### config.mk
export PLATFORM = sky130hd
export DESIGN_NAME = length_prefixed_goto_deframer
export DESIGN_NICKNAME = d
export VERILOG_FILES = /design/src/lpgd_pkg.sv /design/src/lpgd_front.sv /design/src/lpgd_queue.sv /design/src/lpgd_back.sv /design/src/length_prefixed_goto_deframer.sv
export SDC_FILE = /design/constraint.sdc
export NUM_CORES = 1
export LEC_CHECK = 0
export ABC_AREA = 1
export BUFFER_PORTS_ARGS = -buffer_cell sky130_fd_sc_hd__buf_2
export CELL_PAD_IN_SITES_DETAIL_PLACEMENT = 1
export CELL_PAD_IN_SITES_GLOBAL_PLACEMENT = 1
export CORE_MARGIN = 2
export CORE_UTILIZATION = 46
export DETAILED_ROUTE_END_ITERATION = 6
export GPL_TIMING_DRIVEN = 0
export PLACE_DENSITY_LB_ADDON = 0.1
export SYNTH_ARGS = -nofsm -noshare
export SYNTH_HDL_FRONTEND = slang
export SYNTH_SLANG_ARGS = --single-unit
### constraint.sdc
create_clock -name clk -period 19.5 [get_ports clk]
set_clock_uncertainty 0.2 [all_clocks]
set_input_delay 0.975 -clock clk [delete_from_list [all_inputs] [get_ports clk]]
set_output_delay 0.975 -clock clk [all_outputs]
set_load 0.05 [all_outputs]
### src/lpgd_pkg.sv
// Shared types and constants for the length-prefixed goto deframer.
// No dependencies; every other file imports this package.
package lpgd_pkg;

  localparam int MAX_PACKET  = 4096;
  localparam int MIN_LENGTH  = 4;
  localparam int GOTO_LENGTH = 20;
  localparam int QUEUE_DEPTH = 4;

  typedef struct packed {
    logic [7:0] data_byte;
    logic       new_connection;
  } lpgd_in_t;

  typedef struct packed {
    logic [1:0]         event_kind;
    logic [15:0]        packet_length;
    logic [15:0]        packet_type;
    logic [31:0]        ra_raw;
    logic signed [31:0] dec_raw;
  } lpgd_out_t;

  typedef enum logic [1:0] {
    KIND_GOTO    = 2'd0,
    KIND_IGNORED = 2'd1,
    KIND_BAD_LEN = 2'd2
  } lpgd_kind_t;

  // Work the back end does for one queued byte.
  typedef enum logic [2:0] {
    OP_NONE,
    OP_START,
    OP_BAD_LEN,
    OP_TYPE_LO,
    OP_TYPE_HI,
    OP_RA,
    OP_DEC
  } lpgd_op_t;

  typedef struct packed {
    lpgd_op_t    op;
    logic [7:0]  data;
    logic [1:0]  lane;
    logic        last;
    logic [15:0] length;
  } lpgd_cmd_t;

endpackage

### src/lpgd_front.sv
// Front end: tracks the byte position, captures the length field and
// classifies each byte into a back-end command. Depends on lpgd_pkg.
module lpgd_front import lpgd_pkg::*; (
  input  logic      clk,
  input  logic      rst_n,
  input  logic      accept,
  input  lpgd_in_t  in_data,
  output logic      push,
  output lpgd_cmd_t cmd
);

  logic [15:0] pos_r, pos_nxt;
  logic [15:0] len_r, len_nxt;
  logic [15:0] pos;
  logic [15:0] len_full;
  logic        len_bad;
  logic        is_last;

  always_comb begin
    pos      = in_data.new_connection ? 16'd0 : pos_r;
    len_full = {in_data.data_byte, len_r[7:0]};
    len_bad  = (len_full < 16'(MIN_LENGTH)) || (len_full > 16'(MAX_PACKET));
    is_last  = ({1'b0, pos} + 17'd1) >= {1'b0, len_r};

    pos_nxt     = pos_r;
    len_nxt     = len_r;
    cmd.op      = OP_NONE;
    cmd.data    = in_data.data_byte;
    cmd.lane    = pos[1:0];
    cmd.last    = 1'b0;
    cmd.length  = len_r;

    if (pos == 16'd0) begin
      len_nxt = {8'd0, in_data.data_byte};
      pos_nxt = 16'd1;
      cmd.op  = OP_START;
    end else if (pos == 16'd1) begin
      len_nxt    = len_full;
      cmd.length = len_full;
      if (len_bad) begin
        cmd.op  = OP_BAD_LEN;
        pos_nxt = 16'd0;
      end else begin
        pos_nxt = 16'd2;
      end
    end else begin
      if (pos == 16'd2) begin
        cmd.op = OP_TYPE_LO;
      end else if (pos == 16'd3) begin
        cmd.op = OP_TYPE_HI;
      end else if (pos >= 16'd12 && pos <= 16'd15) begin
        cmd.op = OP_RA;
      end else if (pos >= 16'd16 && pos <= 16'd19) begin
        cmd.op = OP_DEC;
      end
      cmd.last = is_last;
      pos_nxt  = is_last ? 16'd0 : pos + 16'd1;
    end

    // Drop bytes the back end has nothing to do with.
    push = accept && ((cmd.op != OP_NONE) || cmd.last);
  end

  always_ff @(posedge clk) begin
    if (!rst_n) begin
      pos_r <= '0;
      len_r <= '0;
    end else if (accept) begin
      pos_r <= pos_nxt;
      len_r <= len_nxt;
    end
  end

endmodule

### src/lpgd_queue.sv
// Small command queue between front and back end.
// Depends on lpgd_pkg for the command type.
module lpgd_queue import lpgd_pkg::*; #(
  parameter int DEPTH = QUEUE_DEPTH
) (
  input  logic      clk,
  input  logic      rst_n,
  input  logic      push,
  input  lpgd_cmd_t push_data,
  output logic      full,
  input  logic      pop,
  output lpgd_cmd_t pop_data,
  output logic      empty
);

  localparam int PTR_W = (DEPTH > 1) ? $clog2(DEPTH) : 1;
  localparam int CNT_W = $clog2(DEPTH + 1);

  lpgd_cmd_t        mem_r [DEPTH];
  logic [PTR_W-1:0] wr_ptr_r, rd_ptr_r;
  logic [CNT_W-1:0] count_r;

  assign full     = (count_r == CNT_W'(DEPTH));
  assign empty    = (count_r == '0);
  assign pop_data = mem_r[rd_ptr_r];

  function automatic logic [PTR_W-1:0] wrap_inc(input logic [PTR_W-1:0] p);
    return (p == PTR_W'(DEPTH - 1)) ? '0 : p + 1'b1;
  endfunction

  always_ff @(posedge clk) begin
    if (push) begin
      mem_r[wr_ptr_r] <= push_data;
    end
  end

  always_ff @(posedge clk) begin
    if (!rst_n) begin
      wr_ptr_r <= '0;
      rd_ptr_r <= '0;
      count_r  <= '0;
    end else begin
      if (push) begin
        wr_ptr_r <= wrap_inc(wr_ptr_r);
      end
      if (pop) begin
        rd_ptr_r <= wrap_inc(rd_ptr_r);
      end
      if (push && !pop) begin
        count_r <= count_r + 1'b1;
      end else if (pop && !push) begin
        count_r <= count_r - 1'b1;
      end
    end
  end

endmodule

### src/lpgd_back.sv
// Back end: assembles type and angle words from queued commands and
// drives the registered result request. Depends on lpgd_pkg.
module lpgd_back import lpgd_pkg::*; (
  input  logic      clk,
  input  logic      rst_n,
  input  logic      cmd_avail,
  input  lpgd_cmd_t cmd,
  output logic      cmd_pop,
  output logic      out_valid,
  input  logic      out_ready,
  output lpgd_out_t out_data
);

  logic [15:0] type_r, type_nxt;
  logic [31:0] ra_r, ra_nxt;
  logic [31:0] dec_r, dec_nxt;
  logic        out_valid_r;
  lpgd_out_t   out_data_r;
  logic        emit;
  lpgd_out_t   res;
  logic [31:0] lane_bits;

  assign cmd_pop   = cmd_avail && (!out_valid_r || out_ready);
  assign out_valid = out_valid_r;
  assign out_data  = out_data_r;

  always_comb begin
    type_nxt  = type_r;
    ra_nxt    = ra_r;
    dec_nxt   = dec_r;
    lane_bits = 32'(cmd.data) << {cmd.lane, 3'b000};
    emit      = 1'b0;
    res       = '0;

    unique case (cmd.op)
      OP_START: begin
        type_nxt = '0;
        ra_nxt   = '0;
        dec_nxt  = '0;
      end
      OP_TYPE_LO: type_nxt = {8'd0, cmd.data};
      OP_TYPE_HI: type_nxt = {cmd.data, type_r[7:0]};
      OP_RA:      ra_nxt   = ra_r | lane_bits;
      OP_DEC:     dec_nxt  = dec_r | lane_bits;
      OP_BAD_LEN, OP_NONE: begin
      end
      default: begin
      end
    endcase

    if (cmd.op == OP_BAD_LEN) begin
      emit              = 1'b1;
      res.event_kind    = KIND_BAD_LEN;
      res.packet_length = cmd.length;
    end else if (cmd.last) begin
      emit              = 1'b1;
      res.packet_length = cmd.length;
      res.packet_type   = type_nxt;
      if (type_nxt == 16'd0 && cmd.length == 16'(GOTO_LENGTH)) begin
        res.event_kind = KIND_GOTO;
        res.ra_raw     = ra_nxt;
        res.dec_raw    = dec_nxt;
      end else begin
        res.event_kind = KIND_IGNORED;
      end
    end
  end

  always_ff @(posedge clk) begin
    if (!rst_n) begin
      type_r      <= '0;
      ra_r        <= '0;
      dec_r       <= '0;
      out_valid_r <= 1'b0;
    end else begin
      if (cmd_pop) begin
        type_r <= type_nxt;
        ra_r   <= ra_nxt;
        dec_r  <= dec_nxt;
      end
      if (cmd_pop && emit) begin
        out_valid_r <= 1'b1;
      end else if (out_ready) begin
        out_valid_r <= 1'b0;
      end
    end
  end

  always_ff @(posedge clk) begin
    if (cmd_pop && emit) begin
      out_data_r <= res;
    end
  end

  a_bad_len_clean: assert property (@(posedge clk) disable iff (!rst_n)
    (out_valid_r && out_data_r.event_kind == KIND_BAD_LEN) |->
      (out_data_r.packet_type == '0 && out_data_r.ra_raw == '0 &&
       out_data_r.dec_raw == '0))
    else $error("bad-length result carries nonzero fields");

  a_ignored_clean: assert property (@(posedge clk) disable iff (!rst_n)
    (out_valid_r && out_data_r.event_kind == KIND_IGNORED) |->
      (out_data_r.ra_raw == '0 && out_data_r.dec_raw == '0))
    else $error("ignored-packet result carries angle data");

  a_goto_shape: assert property (@(posedge clk) disable iff (!rst_n)
    (out_valid_r && out_data_r.event_kind == KIND_GOTO) |->
      (out_data_r.packet_length == 16'(GOTO_LENGTH) &&
       out_data_r.packet_type == '0))
    else $error("goto result with wrong length or type");

  a_no_pop_stalled: assert property (@(posedge clk) disable iff (!rst_n)
    (out_valid_r && !out_ready) |-> !cmd_pop)
    else $error("command popped while result request stalled");

endmodule

### src/length_prefixed_goto_deframer.sv
// A result request is registered: the command for a packet's last byte (or
// its second byte, for a bad length) goes through the command queue to the
// back end's output register. Throughput: one byte per cycle; a stalled
// result side backs up the four-entry command queue before in_ready drops.
// Reset (rst_n low, synchronous): byte position, length, queue and output
// valid clear; the first byte after reset is byte 0 of a packet.
module length_prefixed_goto_deframer import lpgd_pkg::*; #(
  parameter int QUEUE_DEPTH_P = QUEUE_DEPTH
) (
  input  logic      clk,
  input  logic      rst_n,
  input  logic      in_valid,
  output logic      in_ready,
  input  lpgd_in_t  in_data,
  output logic      out_valid,
  input  logic      out_ready,
  output lpgd_out_t out_data
);

  // Front to queue: classified command per useful byte.
  logic      in_accept;
  logic      q_push;
  lpgd_cmd_t q_push_cmd;
  logic      q_full;

  // Queue to back end.
  logic      q_pop;
  lpgd_cmd_t q_pop_cmd;
  logic      q_empty;

  // Take a byte whenever the queue has room; framing needs no other wait.
  assign in_ready  = !q_full;
  assign in_accept = in_valid && in_ready;

  // Front: advance byte position, capture length, classify the byte.
  lpgd_front u_front (
    .clk     (clk),
    .rst_n   (rst_n),
    .accept  (in_accept),
    .in_data (in_data),
    .push    (q_push),
    .cmd     (q_push_cmd)
  );

  // Queue: decouple byte intake from result-side stalls.
  lpgd_queue #(
    .DEPTH (QUEUE_DEPTH_P)
  ) u_queue (
    .clk       (clk),
    .rst_n     (rst_n),
    .push      (q_push),
    .push_data (q_push_cmd),
    .full      (q_full),
    .pop       (q_pop),
    .pop_data  (q_pop_cmd),
    .empty     (q_empty)
  );

  // Back end: build type and angle words, hold the result request
  // in its output register until taken.
  lpgd_back u_back (
    .clk       (clk),
    .rst_n     (rst_n),
    .cmd_avail (!q_empty),
    .cmd       (q_pop_cmd),
    .cmd_pop   (q_pop),
    .out_valid (out_valid),
    .out_ready (out_ready),
    .out_data  (out_data)
  );

endmodule
Word level (Yosys, flattened, before mapping):

Memories as Yosys holds them, arrays and structs flattened. A register that Yosys moved wholly into a read port is not among the register bits.
Index checks and enable logic that the tools add are counted.

* register bits after elaboration: 218
* RAM bits: 120
* input port bits: 13
* output and inout bits: 100
* logic and storage cells: 107
* memories: 1

Memories
* u_queue.mem_r: depth 4, width 30, rd ports 1, clocked after Yosys merged registers in 1, wr ports 1, RTL line lpgd_queue.sv:19 `lpgd_cmd_t mem_r [DEPTH];`

* add/sub/neg operators: 6
* $lt $le $gt $ge: 7
* equal/unequal tests: 13
* shift operators: 1
* multiplexer cells: 35
* bitwise gates (word level): 4
* reduce and logical (&&, ||, !) cells: 25

Operators by type and width (count)
* one-hot mux 32 bit (2 select lines): 2
* two-way mux 16 bit: 7
* two-way mux 96 bit: 1
* two-way mux 64 bit: 1
* OR 32 bit: 2
* one-hot mux 16 bit (3 select lines): 1
* == test 16 x 2 -> 1 bit (second input constant): 2
* zero test 16 bit: 2
* << shifter 8 x 5 -> 32 bit: 1
* two-way mux 3 bit: 8
* adder 16 x 1 -> 17 bit (second input constant): 1
* greater-or-equal comparator 17 x 16 -> 1 bit: 1
* two-way mux 17 bit: 1
* adder 16 x 1 -> 16 bit (second input constant): 1
* == test 16 x 1 -> 1 bit (second input constant): 1
* == test 16 x 5 -> 1 bit (second input constant): 1
* greater-or-equal comparator 16 x 4 -> 1 bit (second input constant): 1
* greater-or-equal comparator 16 x 5 -> 1 bit (second input constant): 1
* greater-than comparator 16 x 13 -> 1 bit (second input constant): 1
* less-or-equal comparator 16 x 4 -> 1 bit (second input constant): 1
* less-or-equal comparator 16 x 5 -> 1 bit (second input constant): 1
* < comparator 16 x 3 -> 1 bit (second input constant): 1
* == test 3 bit (second input constant): 4
* two-way mux 2 bit: 6
* other kinds (16): 42

Longest topological paths before layout:

Gate-level depths: netlist of the first run.

* depth after elaboration: 16
* mapped depth: 31
* gate-level depth less buffers: 30

By module:

Synthesis of the first run repeated with hierarchy kept, for this count alone.

* cells, all modules: 1749
* area, all modules: 15841.4 sq um

Modules (own cells, without submodules)
* lpgd_back: instances 1, cells an instance 1000, area an instance 8294.2 sq um, seq. area each 4564.4 sq um
* lpgd_queue: instances 1, cells an instance 350, area an instance 4954.8 sq um, seq. area each 3783.6 sq um
* lpgd_front: instances 1, cells an instance 395, area an instance 2575.0 sq um, seq. area each 640.6 sq um
* length_prefixed_goto_deframer: instances 1, cells an instance 4, area an instance 17.5 sq um, seq. area each 0.0 sq um

Worst setup path before layout of the first run:

Ideal clock, no wire load.

* path kind: input to register
* from: input out_ready
* to: register u_back.out_data_r, in the netlist u_back.out_data[0], enable pin
* library setup time: 558 ps
* arrival time: 5802 ps
* required time: 18742 ps
* slack: 12940 ps
* stages: 6
* buffers on the path: 2
* cells stage by stage: nor2_1 -> a31oi_1 -> inv_1 -> clkbuf_1 -> buf_1 -> nor2_1

* word-level cells in the longest chain between the ends: 3

Ends and longest elaborated chain
* from (decl): RTL line length_prefixed_goto_deframer.sv:16 `input logic out_ready,`
* logical OR 1 bit: RTL line lpgd_back.sv:23 `assign cmd_pop = cmd_avail && (!out_valid_r || out_ready);`
* logical AND 1 bit: RTL line lpgd_back.sv:23
* logical AND 1 bit: RTL line lpgd_back.sv:90 `if (cmd_pop && emit) begin`
* to (signal assigned): RTL line lpgd_back.sv:91 `out_data_r <= res;`
* to (decl): RTL line lpgd_back.sv:18 `lpgd_out_t out_data_r;`

Every way passes these cells.
A chain may end at the register's enable or synchronous reset.

Worst setup path in the final report of the first run:

* from: input in_data[0] in the netlist's numbering
* to: register u_queue.count_r[2]

* word-level cells in the longest chain between the ends: 15
* elaborated cells on any way between the ends: 29
* classes of those cells: add/sub: 1; order compare: 5; eq/ne: 3; mux: 10; reduce/logical: 10

Ends and longest elaborated chain
* from (decl): RTL line length_prefixed_goto_deframer.sv:14 `input lpgd_in_t in_data,`
* two-way mux 16 bit (*): RTL line lpgd_front.sv:20 `pos = in_data.new_connection ? 16'd0 : pos_r;`
* parallel branches: the longest is 9 deep, another holds adder 16 x 1 -> 17 bit
* logical OR 1 bit (*): RTL line lpgd_front.sv:61 `push = accept && ((cmd.op != OP_NONE) || cmd.last);`
* logical AND 1 bit (*): RTL line lpgd_front.sv:61
* via q_push: RTL line length_prefixed_goto_deframer.sv:22 `logic q_push;`
* zero test 1 bit: RTL line lpgd_queue.sv:51 `end else if (pop && !push) begin`
* logical AND 1 bit: RTL line lpgd_queue.sv:51
* nonzero test 2 bit (no line)
* to (signal assigned): RTL line lpgd_queue.sv:50 `count_r <= count_r + 1'b1;`
* to (signal assigned): RTL line lpgd_queue.sv:52 `count_r <= count_r - 1'b1;`
* to (decl): RTL line lpgd_queue.sv:21 `logic [CNT_W-1:0] count_r;`

Mark *: on every way through the listed nets, which the timed path passes.

==> metrics.log, run 1 <==
INFO  metric run_status = complete, no violations
INFO  metric drt-initial-drc-count = 758
INFO  metric post_route_ant_nets = 0
INFO  metric hold_violations = 0
INFO  metric synth_seq_area_share = 0.576
INFO  metric grt_setup_unrepaired = false
INFO  metric layout.cells.most_common = nand2_1
INFO  metric mostFrequentLayoutCells = nand2_1, inv_1, edfxtp_1, a21oi_1, o21ai_0
INFO  metric start_util = 0.466
INFO  metric grt_pass1_vias = 12600
INFO  metric worst_pin_slew = 1.04 ns
INFO  metric globalplace.congestion = 0.843
INFO  metric insertedDiodeCount = 0
INFO  metric pin_count = 113
INFO  metric layout_overhead_on_the_synthesized_area = 16.4%
INFO  metric dpl-instance-area = 16900 µm²
INFO  metric largest_net_degree_at_the_start_of_global_routing = 37
INFO  metric die_width = 188 µm
INFO  metric grt_overflow_total = 0
INFO  metric slew_violations = 0
INFO  metric detailed_place_hpwl = 30500 µm
INFO  metric drt-wirelength-per-cell = 18.0 µm
INFO  metric hold_path.class = reg -> reg
INFO  metric buffers_on_ports = 112
INFO  metric busiest_layer = met2
INFO  metric cts_tree = done
INFO  metric crit_path_top_delay_cell = fa_1
INFO  metric synthesis.area_per_instance = 8.93 µm²
INFO  metric arrival = 5.85 ns
INFO  metric cts_setup_buffers = 0
INFO  metric critPathKind = in -> reg
INFO  metric synthCells = 1747
INFO  metric global_route.usage.total = 0.243
INFO  metric cap_viol_max_count = 0
INFO  metric finalCritPeriodShare = 0.288
INFO  metric cts_made_buffers = 38
INFO  metric grt_antenna_before_repair = 0
INFO  metric minimum_clock_period_after_layout = 5.63 ns
INFO  metric grt.met1_usage = 0.332
INFO  metric pwr_density_cell = 183 nW/µm²
INFO  metric holdWs = 0.265 ns
INFO  metric rows = 67
INFO  metric synth.distinct_cells = 42
INFO  metric post-route-cell-area = 18200 µm²
INFO  metric tritoncts_num_sinks = 340
INFO  metric totalWireLength = 43000 µm
INFO  metric synth.net_count = 1787
INFO  metric fillerInstances = 3952
INFO  metric cp_slowest_stage_delay = 0.43 ns
INFO  metric drt_first_pass_iters = 5
INFO  metric drc = 0
INFO  metric p_leak = 0.00761 µW
INFO  metric most_common_cell_on_crit_path = nand2_1
INFO  metric synth-edff-count = 218
INFO  metric postCtsResizedCells = 0
INFO  metric report.final.setup_viol = 0
INFO  metric crit_start_category = primary input
INFO  metric synth-seq-cells = 340
INFO  metric endpoint_kind_of_the_worst_setup_timing_path = register
INFO  metric cts_htree_levels = 2
INFO  metric insertion_delay = 0.54 ns
INFO  metric master_cell_of_the_clock_root_buffer = clkbuf_16
INFO  metric core = 33400 µm²
INFO  metric final_layout_size_suffix_gt1_frac = 0.156
INFO  metric postSynth.asyncResetShare = 0
INFO  metric dominantRegCellSynth = edfxtp_1
INFO  metric die_area = 35400 µm²
INFO  metric critical_path_peak_fanout = 10
INFO  metric detail_route.vias_per_cell = 5.22
INFO  metric synth_warn = 0
INFO  metric cts_hold_buf = 0
INFO  metric fin_setup_tns = 0 ns
INFO  metric power.ir.vdd_worst = 130 µV
INFO  metric num_vias = 12400
INFO  metric grt_util_met2 = 0.404
INFO  metric finalNetCount = 1945
INFO  metric grt_first_pass_wirelength = 67300 µm
INFO  metric cts-root-to-sink-buffers = 3
INFO  metric timing.slew.headroom = 0.306
INFO  metric groute.layer.met3.usage = 0.0343
INFO  metric clk_pin_slew = 0.06 ns
INFO  metric post-route-util = 0.543
INFO  metric maxClockFrequency = 178 MHz
INFO  metric synthesis.area = 15600 µm²
INFO  metric chipHeight = 188 µm
INFO  metric worst_ep_required_time = 19.72 ns
-- path summary, 6_finish.rpt --
kind / start / end / slack [ns] / cells after the start
min reg2reg: u_front.len_r[13] / u_front.len_r[13] / 0.26 / 2
max reg2reg: u_front.pos_r[0] / u_queue.count_r[2] / 14.08 / 27
max: in_data[0] / u_queue.count_r[2] / 13.87 / 30
min: u_front.len_r[13] / u_front.len_r[13] / 0.26 / 2
-- per-layer routing --
layer / up-vias / share of wire
met2: 303 / 0.47
li1: 5952 / -
met5: - / 0
met1: 6107 / 0.46
met4: 0 / 0.024
met3: 78 / 0.048
-- power breakdown --
part / internal, µW / total (µW) / switching (µW)
logic: 336 / 1510 / 1180
registers: 1020 / 1070 / 56.7
clock network: 425 / 726 / 302
total: 1780 / 3320 / 1540
-- logic make-up after synthesis --
logic type,after synthesis,synth area share
flip-flops,340,0.576
AND/OR/NAND/NOR,623,0.174
XOR/XNOR,14,0.00786
buffers and inverters,393,0.102
AO/OA/AOI/OAI,350,0.118
adder cells (fa/ha/maj),27,0.0221
-- cell type report --
type,count,area (µm²),share of cell area
clock inverters,24,231,0.0127
flip-flops and latches,340,8990,0.495
plain buffers,77,405,0.0223
clock buffers,46,1040,0.0574
inverters,316,1190,0.0653
multi-input cells,1014,5050,0.278
repair buffers,118,688,0.0379
well taps,448,561,0.0309
-- Yosys cell counts (4+ instances only) --
cell        n  area share
a21oi_1   170       0.055
and2_1      8      0.0032
buf_2      15      0.0048
buf_4       4      0.0019
buf_6      11      0.0079
clkbuf_1   46       0.011
dfxtp_1   122        0.16
edfxtp_1  218        0.42
ha_1       26       0.021
inv_1     310       0.075
inv_2       5      0.0012
nand2_1   323       0.078
nand3_1    66       0.021
nor2_1    134       0.032
nor2_2     66       0.026
nor3_1      8      0.0026
nor4_1      4      0.0016
o21ai_0   148       0.047
o21ai_1     8      0.0026
o22ai_1     8      0.0032
xnor2_1     4      0.0022
xor2_1     10      0.0056
-- critical path: cells and delay by family --
family / cells / cell delay [ns]
fa+ha+maj: 3 / 0.89
xor+xnor: 1 / 0.14
simple gates: 16 / 2.57
buf+inv: 6 / 0.77
compound gates: 4 / 0.49
-- flip-flops by register name, summed over array words and instances (netlist names), named ones only --
name	count
u_back.out_data	98
u_back.ra_r	32
u_back.out_valid	1
u_queue.rd_ptr_r	2
u_queue.mem_r	120
u_queue.wr_ptr_r	2
u_front.pos_r	16
u_back.type_r	16
u_queue.count_r	3
u_front.len_r	16
u_back.dec_r	32
-- per-stage QoR --
step / std cells / setup slack (ns) / total power (µW)
after floorplan: 1747 / 12.94 / 2160
after global placement: 2307 / 10.86 / 2540
after detailed placement: 2313 / 13.35 / 2590
after CTS: 2383 / 13.90 / 3330
after global routing: 2383 / 13.37 / 3500
final: 2383 / 13.87 / 3320
Power figures use the tool's default switching activity.
==> inputs of run 2 (changes only) <==
CORE_UTILIZATION = 42   (was 46)
clock period = 4.62 ns   (was 19.5 ns; I/O delays follow)
==> metrics.log, run 2 (synthesis results as in run 1) <==
INFO  metric cap_viol_max_count = 0
INFO  metric rows = 70
INFO  metric grt_first_pass_wirelength = 68700 µm
INFO  metric chipHeight = 197 µm
INFO  metric finalCritPeriodShare = 0.918
INFO  metric detailed_place_hpwl = 30900 µm
INFO  metric die_area = 38700 µm²
INFO  metric cells_after_dpl = 2333
INFO  metric post_route_ant_nets = 0
INFO  metric core = 36600 µm²
INFO  metric groute.layer.met3.usage = 0.0351
INFO  metric totalWireLength = 43300 µm
INFO  metric clk_pin_slew = 0.06 ns
INFO  metric grt_util_met2 = 0.375
INFO  metric pin_count = 113
INFO  metric tritoncts_num_sinks = 340
INFO  metric drt-initial-drc-count = 678
INFO  metric power.ir.vdd_worst = 398 µV
INFO  metric hold_path.class = in -> reg
INFO  metric insertedDiodeCount = 0
INFO  metric dpl-instance-area = 16900 µm²
INFO  metric run_status = complete, no violations
INFO  metric holdWs = 0.0367 ns
INFO  metric cts_tree = done
INFO  metric detail_route.vias_per_cell = 5.05
INFO  metric grt_antenna_before_repair = 0
INFO  metric drc = 0
INFO  metric minimum_clock_period_after_layout = 4.24 ns
INFO  metric timing.slew.headroom = 0.373
INFO  metric maxClockFrequency = 236 MHz
INFO  metric largest_net_degree_at_the_start_of_global_routing = 37
INFO  metric grt_overflow_total = 0
INFO  metric globalplace.congestion = 0.830
INFO  metric p_leak = 0.00777 µW
INFO  metric start_util = 0.426
INFO  metric insertion_delay = 0.56 ns
INFO  metric layout_overhead_on_the_synthesized_area = 18.6%
INFO  metric finalNetCount = 1963
INFO  metric global_route.usage.total = 0.230
INFO  metric post-route-util = 0.505
INFO  metric crit_path_top_delay_cell = fa_2
INFO  metric max_flop_register = u_queue.mem_r
INFO  metric arrival = 4.48 ns
INFO  metric master_cell_of_the_clock_root_buffer = clkbuf_16
INFO  metric largest_register_ff_count = 120
INFO  metric grt_setup_unrepaired = false
INFO  metric final_layout_size_suffix_gt1_frac = 0.168
INFO  metric slew_violations = 0
INFO  metric mostFrequentLayoutCells = nand2_1, inv_1, edfxtp_1, a21oi_1, o21ai_0
INFO  metric most_common_cell_on_crit_path = nand2_1
INFO  metric worst_ep_required_time = 4.86 ns
INFO  metric hold_violations = 0
INFO  metric grt_pass1_vias = 12400
INFO  metric dp_worst_setup_slack = -0.751 ns
INFO  metric buffers_on_ports = 112
INFO  metric drt-wirelength-per-cell = 17.9 µm
INFO  metric layout.cells.most_common = nand2_1
INFO  metric num_vias = 12200
INFO  metric grt.met1_usage = 0.322
INFO  metric drt_first_pass_iters = 5
INFO  metric pwr_density_cell = 758 nW/µm²
INFO  metric worst_pin_slew = 0.940 ns
INFO  metric critical_path_peak_fanout = 5
INFO  metric layoutNonFillerInstCount = 2420
INFO  metric post-route-cell-area = 18500 µm²
INFO  metric crit_start_category = register
INFO  metric report.final.setup_viol = 0
INFO  metric cts_made_buffers = 38
INFO  metric busiest_layer = met2
INFO  metric cts-root-to-sink-buffers = 3
INFO  metric cp_slowest_stage_delay = 0.39 ns
INFO  metric cts_htree_levels = 2
INFO  metric die_width = 197 µm
INFO  metric critPathKind = reg -> reg
INFO  metric endpoint_kind_of_the_worst_setup_timing_path = register
INFO  metric layout_setup_ws = 0.377 ns
## run 2: cell count changes in the layout (fill, tap and decap cells not counted), sizes merged
cell         before  now
inv             318  317
clkinvlp          7    1
clkinv           12   11
clkbuf           92   99
buf             149  155
dlygate4sd3       0   12
## run 2: metal layers
layer  vias to the layer above  part of all wire  wire [µm]
met1                      5972              0.48      20800
met4                         0             0.020        847
li1                       5974                 -          -
met2                       221              0.46      19900
met3                        56             0.040       1720
met5                         -                 0          0
## run 2: final cells by class
| cell class | count | area [µm²] |
|---|---|---|
| fillers | 4332 | 18100 |
| flip-flops and latches | 340 | 8990 |
| multi-input cells | 1014 | 5180 |
| inverters | 316 | 1190 |
| clock buffers | 53 | 1120 |
| repair buffers | 136 | 861 |
| well taps | 468 | 586 |
| plain buffers | 77 | 405 |
| clock inverters | 16 | 173 |
## run 2: power by group
| part | internal, µW | switching (µW) | total (µW) |
|---|---|---|---|
| combinational | 1440 | 4940 | 6380 |
| sequential | 4300 | 234 | 4530 |
| clock | 1860 | 1250 | 3110 |
| total | 7600 | 6420 | 14000 |
## run 2: final timing paths
| kind | end | depth (start not counted) | startpoint | slack, ns |
|---|---|---|---|---|
| min | u_front.pos_r[4] | 5 | in_valid | 0.04 |
| max reg2reg | u_queue.count_r[2] | 28 | u_front.pos_r[2] | 0.38 |
| min reg2reg | u_front.len_r[14] | 2 | u_front.len_r[14] | 0.26 |
| max | u_queue.count_r[2] | 28 | u_front.pos_r[2] | 0.38 |
## run 2: metrics by stage
stage                     power, µW  setup TNS (ns)
after global routing          14900               0
final                         14000               0
after CTS                     14100               0
after floorplan                9100           -2.01
after global placement        10700         -361.62
after detailed placement      10900          -32.39
## run 2: what timing repair did
action,CTS,global route
gates resized for setup,12,21
endpoints found under the hold margin,58,0
pin swaps,2,5
hold buffers,12,0
setup endpoints to repair,116,16
setup buffers,1,5
## run 2: critical path: cells and delay by family, from the launching register on
| kind | cells | cell delay (ns) |
|---|---|---|
| AOI/OAI and AO/OA | 4 | 0.42 |
| and+or+nand+nor | 16 | 1.85 |
| adders and majority gates | 3 | 0.84 |
| buffers and inverters | 4 | 0.39 |
| DFF | 1 | 0.35 |
| xor gates and xnor gates | 1 | 0.08 |
